**config.mk**
```make
export PLATFORM = sky130hd
export DESIGN_NAME = analog_key_mouse_accumulator_core
export DESIGN_NICKNAME = d
export VERILOG_FILES = /design/src/design/akma_pkg.sv /design/src/design/akma_div.sv /design/src/design/analog_key_mouse_accumulator_core.sv
export SDC_FILE = /design/constraint.sdc
export NUM_CORES = 2
export LEC_CHECK = 0
export ABC_AREA = 1
export BUFFER_PORTS_ARGS = -buffer_cell sky130_fd_sc_hd__buf_2
export CORE_UTILIZATION = 50
export DETAILED_ROUTE_END_ITERATION = 10
export PLACE_DENSITY = 0.66
export SETUP_SLACK_MARGIN = 0.02
export SLEW_MARGIN = 40
export SYNTH_ARGS = -nofsm -noshare
export SYNTH_HDL_FRONTEND = slang
export SYNTH_HIERARCHICAL = 1
export SYNTH_SLANG_ARGS = --single-unit
```
**constraint.sdc**
```tcl
create_clock -name clk -period 15.18 [get_ports clk]
set_input_delay 3.036 -clock clk [delete_from_list [all_inputs] [get_ports clk]]
set_output_delay 3.036 -clock clk [all_outputs]
set_load 0.02 [all_outputs]
```
**src/design/akma_pkg.sv**
```systemverilog
`timescale 1ns / 1ps
`default_nettype none
package akma_pkg;
  localparam int NumKeys = 8;
  localparam int KeyW = 3;
  localparam int FracBits = 16;
  localparam int NumAxes = 4;
  localparam int GainFrac = 16;
  localparam logic signed [15:0] LevelReset = 16'sd10000;

  localparam logic [2:0] RegBottom = 3'd0;
  localparam logic [2:0] RegTop = 3'd1;
  localparam logic [2:0] RegWindow = 3'd2;
  localparam logic [2:0] RegGainX = 3'd3;
  localparam logic [2:0] RegGainY = 3'd4;
  localparam logic [2:0] RegGainH = 3'd5;
  localparam logic [2:0] RegGainV = 3'd6;

  localparam logic CmdSample = 1'b0;
  localparam logic CmdTick = 1'b1;

  typedef struct packed {
    logic start;
    logic [15:0] num;
    logic [14:0] den;
  } div_req_t;

  typedef struct packed {
    logic busy;
    logic done;
    logic [FracBits:0] quo;
  } div_rsp_t;
endpackage
`default_nettype wire

```
**src/design/akma_div.sv**
```systemverilog
`timescale 1ns / 1ps
`default_nettype none
// Restoring divider: round((num << FracBits) / den), one quotient bit a cycle.
module akma_div (
  input  wire logic             clk,
  input  wire logic             rst,
  input  wire akma_pkg::div_req_t req,
  output akma_pkg::div_rsp_t    rsp
);
  localparam int QW = akma_pkg::FracBits + 1;
  logic [QW-1:0] quo;
  logic [16:0] rem;
  logic [5:0] cnt;
  logic busy;
  logic done;
  logic [14:0] den;
  logic [15:0] num;
  logic [16:0] trial;
  logic [QW:0] rounded;

  always_comb begin
    trial = {rem[15:0], (cnt >= 6'(QW)) ? num[4'(cnt - 6'(QW))] : 1'b0};
    rounded = {1'b0, quo} + {{QW{1'b0}}, 1'b1};
  end

  always_ff @(posedge clk) begin
    if (rst) begin
      busy <= 1'b0;
      done <= 1'b0;
    end else begin
      if (req.start) begin
        busy <= 1'b1;
        done <= 1'b0;
        cnt <= 6'd16 + 6'(QW) - 6'd1;
        rem <= '0;
        quo <= '0;
        num <= req.num;
        den <= req.den;
      end else if (busy) begin
        // Quotient carries one extra bit below the point for rounding.
        if (cnt >= 6'(QW)) begin
          rem <= trial;
        end else begin
          if (trial >= {2'b00, den}) begin
            rem <= trial - {2'b00, den};
            quo <= {quo[QW-2:0], 1'b1};
          end else begin
            rem <= trial;
            quo <= {quo[QW-2:0], 1'b0};
          end
        end
        if (cnt == 6'd0) begin
          busy <= 1'b0;
          done <= 1'b1;
        end else begin
          cnt <= cnt - 6'd1;
          done <= 1'b0;
        end
      end else begin
        done <= 1'b0;
      end
    end
  end

  assign rsp.busy = busy;
  assign rsp.done = done;
  assign rsp.quo = rounded[QW:1];
endmodule
`default_nettype wire

```
**src/design/analog_key_mouse_accumulator_core.sv**
```systemverilog
`timescale 1ns / 1ps
`default_nettype none
// Analog key to mouse motion accumulator.
// The input stream carries sample and tick words; a sample stores one key level,
// a tick folds every key's deflection into the four axis sums and may close the
// report window. The output stream carries report words: wheel reports only when
// their sum is nonzero, then X, then Y with tlast set.
// Configuration is a plain write port; the user writes it only while idle (not enforced).
// A sample is stored when it is accepted. A tick walks the keys in turn through StKey
// and StWait, paced by the single shared divider that needs 33 steps per key (a key
// that needs no division skips it), then checks the window in StWin and, for a burst,
// passes each report through StMul and StRep on the shared multiplier, a skipped wheel
// report through StMul alone, and StRep holds while the receiver stalls. s_tready is
// low while an item is worked on, so one item is handled at a time.
// Each finished report waits in the output register; while the receiver stalls
// the sequencer holds. Reset sets every key level to 10000, clears the sums and
// the window, and loads the register defaults.
module analog_key_mouse_accumulator_core (
  input  wire logic        clk,
  input  wire logic        rst,
  input  wire logic        s_tvalid,
  output logic             s_tready,
  // command, key_index, key_level, now_ms (from bit 0), zero padded to 56 bits
  input  wire logic [55:0] s_tdata,
  output logic             m_tvalid,
  input  wire logic        m_tready,
  // axis, motion (from bit 0), zero padded to 24 bits
  output logic [23:0]      m_tdata,
  output logic             m_tlast,
  input  wire logic        cfg_we,
  input  wire logic [2:0]  cfg_index,
  input  wire logic [23:0] cfg_data
);
  localparam logic [2:0] StIdle = 3'd0;
  localparam logic [2:0] StKey = 3'd1;
  localparam logic [2:0] StWait = 3'd2;
  localparam logic [2:0] StWin = 3'd3;
  localparam logic [2:0] StMul = 3'd4;
  localparam logic [2:0] StRep = 3'd5;
  localparam logic [2:0] StOut = 3'd6;

  logic [2:0] state;
  logic [14:0] travel_bottom;
  logic [14:0] travel_top;
  logic [15:0] window_ms;
  logic signed [23:0] gains [akma_pkg::NumAxes];
  logic signed [15:0] key_levels [akma_pkg::NumKeys];
  logic signed [31:0] axis_sums [akma_pkg::NumAxes];
  logic [31:0] window_start;
  logic [31:0] now;
  logic [akma_pkg::KeyW-1:0] key;
  logic [1:0] rep;
  logic signed [56:0] prod;

  logic in_cmd;
  logic [2:0] in_key;
  logic signed [15:0] in_level;
  logic [31:0] in_now;
  assign in_cmd = s_tdata[0];
  assign in_key = s_tdata[3:1];
  assign in_level = s_tdata[19:4];
  assign in_now = s_tdata[51:20];

  akma_pkg::div_req_t div_req;
  akma_pkg::div_rsp_t div_rsp;
  akma_div u_div (.clk(clk), .rst(rst), .req(div_req), .rsp(div_rsp));

  logic signed [16:0] diff;
  logic [15:0] span;
  logic degenerate;
  logic [1:0] pair;
  logic [16:0] defl;
  logic signed [33:0] sum_ext;
  logic signed [33:0] new_sum;
  logic [31:0] elapsed;
  logic any_nz;
  logic [1:0] rep_axis;
  logic rep_ok;
  logic [1:0] rep_code;
  logic neg;
  logic [56:0] mag;
  logic [24:0] rnd;
  logic signed [15:0] motion;

  always_comb begin
    diff = 17'(key_levels[key]) - $signed({2'b00, travel_bottom});
    span = {1'b0, travel_top} - {1'b0, travel_bottom};
    degenerate = travel_top <= travel_bottom;
    pair = key[2:1];
    div_req.start = (state == StKey) && !degenerate && diff > 0 && $signed({1'b0, diff}) <
                    $signed({2'b00, span});
    div_req.num = diff[15:0];
    div_req.den = span[14:0];
    if (degenerate) defl = (diff < 0) ? 17'h10000 : 17'd0;
    else if (diff <= 0) defl = 17'h10000;
    else if ($signed({1'b0, diff}) >= $signed({2'b00, span})) defl = 17'd0;
    else if (div_rsp.quo >= 17'h10000) defl = 17'd0;
    else defl = 17'h10000 - div_rsp.quo;
    sum_ext = 34'(axis_sums[pair]);
    new_sum = key[0] ? sum_ext + $signed({17'd0, defl}) : sum_ext - $signed({17'd0, defl});
    elapsed = now - window_start;
    any_nz = 1'b0;
    for (int i = 0; i < akma_pkg::NumAxes; i++) any_nz = any_nz | (axis_sums[i] != 32'sd0);
    unique case (rep)
      2'd0: begin rep_axis = 2'd2; rep_ok = axis_sums[2] != 0; end
      2'd1: begin rep_axis = 2'd3; rep_ok = axis_sums[3] != 0; end
      2'd2: begin rep_axis = 2'd0; rep_ok = 1'b1; end
      default: begin rep_axis = 2'd1; rep_ok = 1'b1; end
    endcase
    rep_code = rep;
    neg = prod < 0;
    mag = neg ? 57'(-prod) : 57'(prod);
    rnd = 25'((mag + (57'd1 << 31)) >> 32);
    if (neg) motion = (rnd > 25'd32768) ? -16'sd32768 : 16'(-$signed({1'b0, rnd}));
    else motion = (rnd > 25'd32767) ? 16'sd32767 : 16'(rnd);
  end

  assign s_tready = (state == StIdle);

  always_ff @(posedge clk) begin
    if (rst) begin
      state <= StIdle;
      m_tvalid <= 1'b0;
      travel_bottom <= 15'd0;
      travel_top <= 15'd32767;
      window_ms <= 16'd10;
      window_start <= '0;
      for (int i = 0; i < akma_pkg::NumAxes; i++) begin
        gains[i] <= 24'sd65536;
        axis_sums[i] <= '0;
      end
      for (int i = 0; i < akma_pkg::NumKeys; i++) key_levels[i] <= akma_pkg::LevelReset;
    end else begin
      if (cfg_we) begin
        unique case (cfg_index)
          akma_pkg::RegBottom: travel_bottom <= cfg_data[14:0];
          akma_pkg::RegTop: travel_top <= cfg_data[14:0];
          akma_pkg::RegWindow: window_ms <= cfg_data[15:0];
          akma_pkg::RegGainX: gains[0] <= cfg_data;
          akma_pkg::RegGainY: gains[1] <= cfg_data;
          akma_pkg::RegGainH: gains[2] <= cfg_data;
          akma_pkg::RegGainV: gains[3] <= cfg_data;
          default: ;
        endcase
      end
      if (m_tvalid && m_tready && state != StRep) m_tvalid <= 1'b0;
      unique case (state)
        StIdle: begin
          if (s_tvalid) begin
            if (in_cmd == akma_pkg::CmdSample) begin
              key_levels[in_key] <= in_level;
            end else begin
              now <= in_now;
              key <= '0;
              state <= StKey;
            end
          end
        end
        StKey: state <= StWait;
        StWait: begin
          if (!div_rsp.busy) begin
            if (new_sum > 34'sh7FFFFFFF) axis_sums[pair] <= 32'sh7FFFFFFF;
            else if (new_sum < -34'sh80000000) axis_sums[pair] <= 32'sh80000000;
            else axis_sums[pair] <= new_sum[31:0];
            if (key == 3'(akma_pkg::NumKeys - 1)) begin
              state <= StWin;
              if (window_start == 0) window_start <= now;
            end else begin
              key <= key + 3'd1;
              state <= StKey;
            end
          end
        end
        StWin: begin
          if (elapsed < {16'd0, window_ms}) state <= StIdle;
          else begin
            window_start <= '0;
            rep <= 2'd0;
            state <= any_nz ? StMul : StIdle;
          end
        end
        StMul: begin
          if (rep_ok) begin
            prod <= 57'(axis_sums[rep_axis]) * 57'(gains[rep_axis]);
            state <= StRep;
          end else begin
            rep <= rep + 2'd1;
          end
        end
        StRep: begin
          if (!m_tvalid || m_tready) begin
            m_tvalid <= 1'b1;
            m_tdata <= {6'd0, motion, rep_code};
            m_tlast <= (rep == 2'd3);
            if (rep == 2'd3) begin
              for (int i = 0; i < akma_pkg::NumAxes; i++) axis_sums[i] <= '0;
              state <= StIdle;
            end else begin
              rep <= rep + 2'd1;
              state <= StMul;
            end
          end
        end
        default: state <= StIdle;
      endcase
    end
  end

  property p_busy_not_ready;
    @(posedge clk) disable iff (rst) (state != StIdle) |-> !s_tready;
  endproperty
  a_busy_not_ready: assert property (p_busy_not_ready) else $error("ready while busy");
  a_last_is_y: assert property (@(posedge clk) disable iff (rst)
    (m_tvalid && m_tlast) |-> (m_tdata[1:0] == 2'd3)) else $error("last not on Y");
  a_div_idle: assert property (@(posedge clk) disable iff (rst)
    div_req.start |-> !div_rsp.busy) else $error("divider restarted while busy");
endmodule
`default_nettype wire
```
* After elaboration in Yosys (flattened, before gate mapping) *
Memory sizes are Yosys's and may differ from the RTL's. A register that Yosys moved wholly into a read port is not among the register bits.
Index checks and enable logic that the tools add are counted.

word-level totals
  bits in registers = 266
  bits of input ports = 88
  bits in writable memories = 352
  output and inout port bits = 27
  memories = 3
  word-level logic and storage cells = 250

cells by class
  equality and inequality tests = 29
  mux-type cells = 117
  bitwise logic cells = 14
  $add $sub $neg = 15
  reduce and logical (&&, ||, !) cells = 37
  multipliers = 1
  order comparisons = 16

memory list
  name        depth  bits a word  rd ports  clocked after memory_dff  wr ports  RTL line                                 RTL
  axis_sums   4      32           6         1                         4         analog_key_mouse_accumulator_core.sv:48  logic signed [31:0] axis_sums [akma_pkg::NumAxes];
  key_levels  8      16           1         1                         8         analog_key_mouse_accumulator_core.sv:47  logic signed [15:0] key_levels [akma_pkg::NumKeys];
  gains       4      24           1         0                         4         analog_key_mouse_accumulator_core.sv:46  logic signed [23:0] gains [akma_pkg::NumAxes];

operator list
  kind                      count
  $mux W32                  11
  $reduce_bool A32 Y1       4
  $mux W17                  7
  $mux W16                  7
  $mux W24                  4
  $pmux W32 S2              1
  $add A57 B32 Y57 const B  1
  $lt A57 B1 Y1 const B     1
  $mux W57                  1
  $neg A57 Y57              1
  $mul A32 B24 Y56          1
  $mux W1                   56
  $mux W3                   14
  $gt A34 B32 Y1 const B    1
  $lt A34 B32 Y1 const B    1
  $mux W34                  1
  $add A32 B18 Y33          1
  $sub A32 B18 Y33          1
  $logic_not A32 Y1         1
  $lt A32 B16 Y1            1
  $reduce_or A32 Y1         1
  $sub A32 B32 Y32          1
  $gt A25 B15 Y1 const B    1
  $gt A25 B16 Y1 const B    1
  other kinds (51)          109

* Logic depth before layout (Yosys ltp) *
  word-level depth = 19
  gate-level depth with buffers = 54
  gate-level depth less buffers = 50

* By module *
The synthesis kept the hierarchy.

by module, submodules not included
  module                             cells each  area an instance (µm²)  times used  sequential area each (µm²)
  analog_key_mouse_accumulator_core  7286        59978.8                 1           15635.0
  akma_div                           500         4381.7                  1           2142.1

* Least setup slack after synthesis *
No wires, ideal clock.

  kind = reg2reg
  from = register rep[0]
  to = register prod[49], data pin
  buffers on the path = 5
  setup slack = 6.628 ns
  library setup time = 0.252 ns
  arrival time = 8.299 ns
  required time = 14.928 ns
  period minus slack after synthesis = 8.552 ns
  stages on the path, launching flop included = 35
  path through = edfxtp_1 > ha_1 > clkbuf_1 > nor2_1 > buf_2 > clkbuf_1 > buf_1 > a21oi_1 > a31oi_1 > clkbuf_1 > nand2_1 > fa_1 > inv_1 > fa_1 > fa_1 > inv_1 > fa_1 > fa_1 > inv_1 > fa_1 > fa_1 > ha_1 > a21oi_1 > inv_1 > a31oi_1 > a21boi_0 > o21ai_0 > a21boi_0 > o21ai_0 > a21oi_1 > o21ai_0 > nand2_1 > nand2_1 > nand2_1 > nand2_1

between the ends
  cells in the longest elaborated chain, start to end = 4
  elaborated cells on any way between the ends = 7
  classes of those cells = mul (1); eq/ne (2); mux (1); reduce/logical (1); memory (2)

ends and longest elaborated chain
  what                                                     RTL line                                  RTL
  from (decl)                                              analog_key_mouse_accumulator_core.sv:52   logic [1:0] rep;
  from (signal assigned)                                   analog_key_mouse_accumulator_core.sv:187  rep <= rep + 2'd1;
  from (signal assigned)                                   analog_key_mouse_accumulator_core.sv:199  rep <= rep + 2'd1;
  $eq A2 B2 Y1 (tied with other cells)                     analog_key_mouse_accumulator_core.sv:104  unique case (rep)
  $pmux W2 S3 (*)                                          analog_key_mouse_accumulator_core.sv:104
  $mem_v2 Z4 W32 / $mem_v2 Z4 W24 (equally long branches)  -
  $mul A32 B24 Y56 (*)                                     analog_key_mouse_accumulator_core.sv:184  prod <= 57'(axis_sums[rep_axis]) * 57'(gains[rep_axis]);
  to (signal assigned)                                     analog_key_mouse_accumulator_core.sv:184
  to (decl)                                                analog_key_mouse_accumulator_core.sv:53   logic signed [56:0] prod;

Mark *: on every way between the ends. The rest lies on a longest branch, timed or not.
A chain may end at the register's enable or synchronous reset.

==> results.yml <==
run_status:
  status: "finished clean"
sta:
  fin_setup_tns_ns: 0
  whs_ns: 0.461
  slew_violations: 0
  fin_worst_skew_ns: 0.0505
  worst_pin_slew_ns: 0.845
  setup_viol: 0
  hold_violations: 0
  rsz0062_at_grt: "no"
  min_period_ns: 10.91
  slew_headroom_pct: 43.5
  fin_crit_sh_pct: 71.9
  worst_slack_ns: 4.27
  clock.fmax_ghz: 0.0917
cts:
  clockBufferDepth: 3
  root_buffer: "clkbuf_16"
  cts_setup_buffers: 0
  path_clk_slew_ns: 0.07
  htree_levels: 3
  cts_hold_buf: 0
  cts.repair.resized: 0
  clock_latency_ns: 0.70
  cts_made_buffers: 71
  cts.sinks: 620
  cts_tree: "built"
critical_path:
  crit_slowest_cell: "clkinv_1"
  required_ns: 15.55
  path_class: "register to register"
  critical_path.startpoint_type: "register"
  crit_fanout: 72
  reg2reg_depth: 46
  end_kind: "register"
  r2r_end: "axis_sums[1][23]"
  cp_common_cell: "nand2_1"
  arrival_ns: 11.28
  max_stage_delay_ns: 0.77
  rrSetupSlack_ns: 4.27
floorplan:
  placementRows: 131
  die_w_um: 361
  core_area_mm2: 0.128
  dieArea_mm2: 0.130
  die_h_um: 361
  io-pin-count: 115
  start_util_pct: 50.4
placement:
  dp_hpwl_mm: 144
  routabilityCongestion: 0.947
  port_buffers: 104
  post_dp_cell_area_mm2: 0.0668
  dp_slack_ns: 4.43
routing:
  drcViolationCount: 0
  drtAntennaViolNets: 0
  post_drt_wl_per_cell_um: 19.7
  drt_iter0_drc: 4228
  wirelength_mm: 187
  vias: 51900
  drt_pre_antenna_iters: 6
  via_per_inst: 5.46
grt:
  grt_pass1_vias: 52800
  antenna_found_initial: 4
  grt_usage_pct: 29.1
  grt_max_degree: 94
  top_usage_layer: "met2"
  gr-total-overflow: 0
  gr-usage-met1_pct: 34.6
  met3_usage_pct: 4.90
  grt_use_met2_pct: 51.5
  grt_pass1_wl_mm: 294
cells_and_area:
  fillers: 11800
  layout_common_cells: "nand2_1 (1616), inv_1 (1379), nor2_1 (993), fa_1 (788), edfxtp_1 (534)"
  final_nets: 8953
  final_common_cell: "nand2_1"
  layout-drive-gt1-share_pct: 6.76
  area_growth_pct: 7.73
  final_area_mm2: 0.0693
power:
  p_leak_nw: 31.6
  power_mw: 16.8
  powerDensity_mw_per_mm2: 242
  ir_worst_vdd_uv: 377
logic_synthesis:
  netlist_area_mm2: 0.0643
  synthCells: 7782
  synth_warnings: 6
  syn-mean-instance-area_um2: 8.27
hold_path:
  hold-path-endpoint: "window_start[29]"
  hp-class: "register to register"
  hold_start: "window_start[29]"
  hold_path_depth: 2
flow_run:
  drv_cap: 0
## worst max-delay path: cells and delay by family, from the launching register on
family                   cells  cell delay (ns)
AO/OA/AOI/OAI               14             3.03
XOR/XNOR                     3             0.69
adder cells (fa/ha/maj)      5             1.53
buffers and inverters        7             2.66
flip-flops                   1             0.31
AND/OR/NAND/NOR             17             2.27
## metrics by stage
step           util (%)  cells
2_1_floorplan         -   7787
6_report           54.3   9495
3_5_place_dp       52.4   9361
5_1_grt            54.3   9494
3_3_place_gp       52.3   9357
4_1_cts            54.3   9493
## per-layer routing
metal	vias up	part of all wire, %
met3	451	7.3
met2	1854	49
met5	-	0.014
li1	24400	-
met1	25200	38
met4	4	5.2
## sequential cells by signal, indices dropped and copies added (netlist names), 15 cells and up, named ones only
register	flops
axis_sums	128
key_levels	128
gains	96
prod	56
now	32
window_start	32
m_tdata	18
u_div/quo	17
u_div/num	16
u_div/rem	16
window_ms	16
travel_bottom	15
travel_top	15
u_div/den	15
## power by group
group | total, mW | leakage, nW | switching [mW] | internal [mW]
registers | 2.54 | 5.79 | 0.0266 | 2.52
logic | 12.4 | 24.7 | 7.76 | 4.66
clock network | 1.81 | 1.19 | 0.765 | 1.05
total | 16.8 | 31.6 | 8.55 | 8.23
## worst max path at each step
stage / startpoint / endpoint / slack (ns) / cells after the start
floorplan: rep[0] / prod[49] / 6.63 / 34
global placement: register / axis_sums[2][10] / 3.92 / 46
detailed placement: register / axis_sums[2][7] / 4.43 / 46
CTS: register / axis_sums[0][8] / 4.31 / 46
global route: register / axis_sums[1][23] / 3.48 / 47
finish: register / axis_sums[1][23] / 4.27 / 46
## final cells by class
cell class                 instances  area [µm²]  share of cell area [%]
timing repair buffer             207        1340                    1.94
clock buffer                      95        1950                    2.82
multi-input combinational       5463       40300                    58.2
tap                             1662        2080                    3.00
clock inverter                    37         524                   0.757
inverter                        1409        5290                    7.63
sequential                       620       17800                    25.6
antenna                            2        5.00                 0.00722
Note: power is estimated with default switching activity, not from simulation.
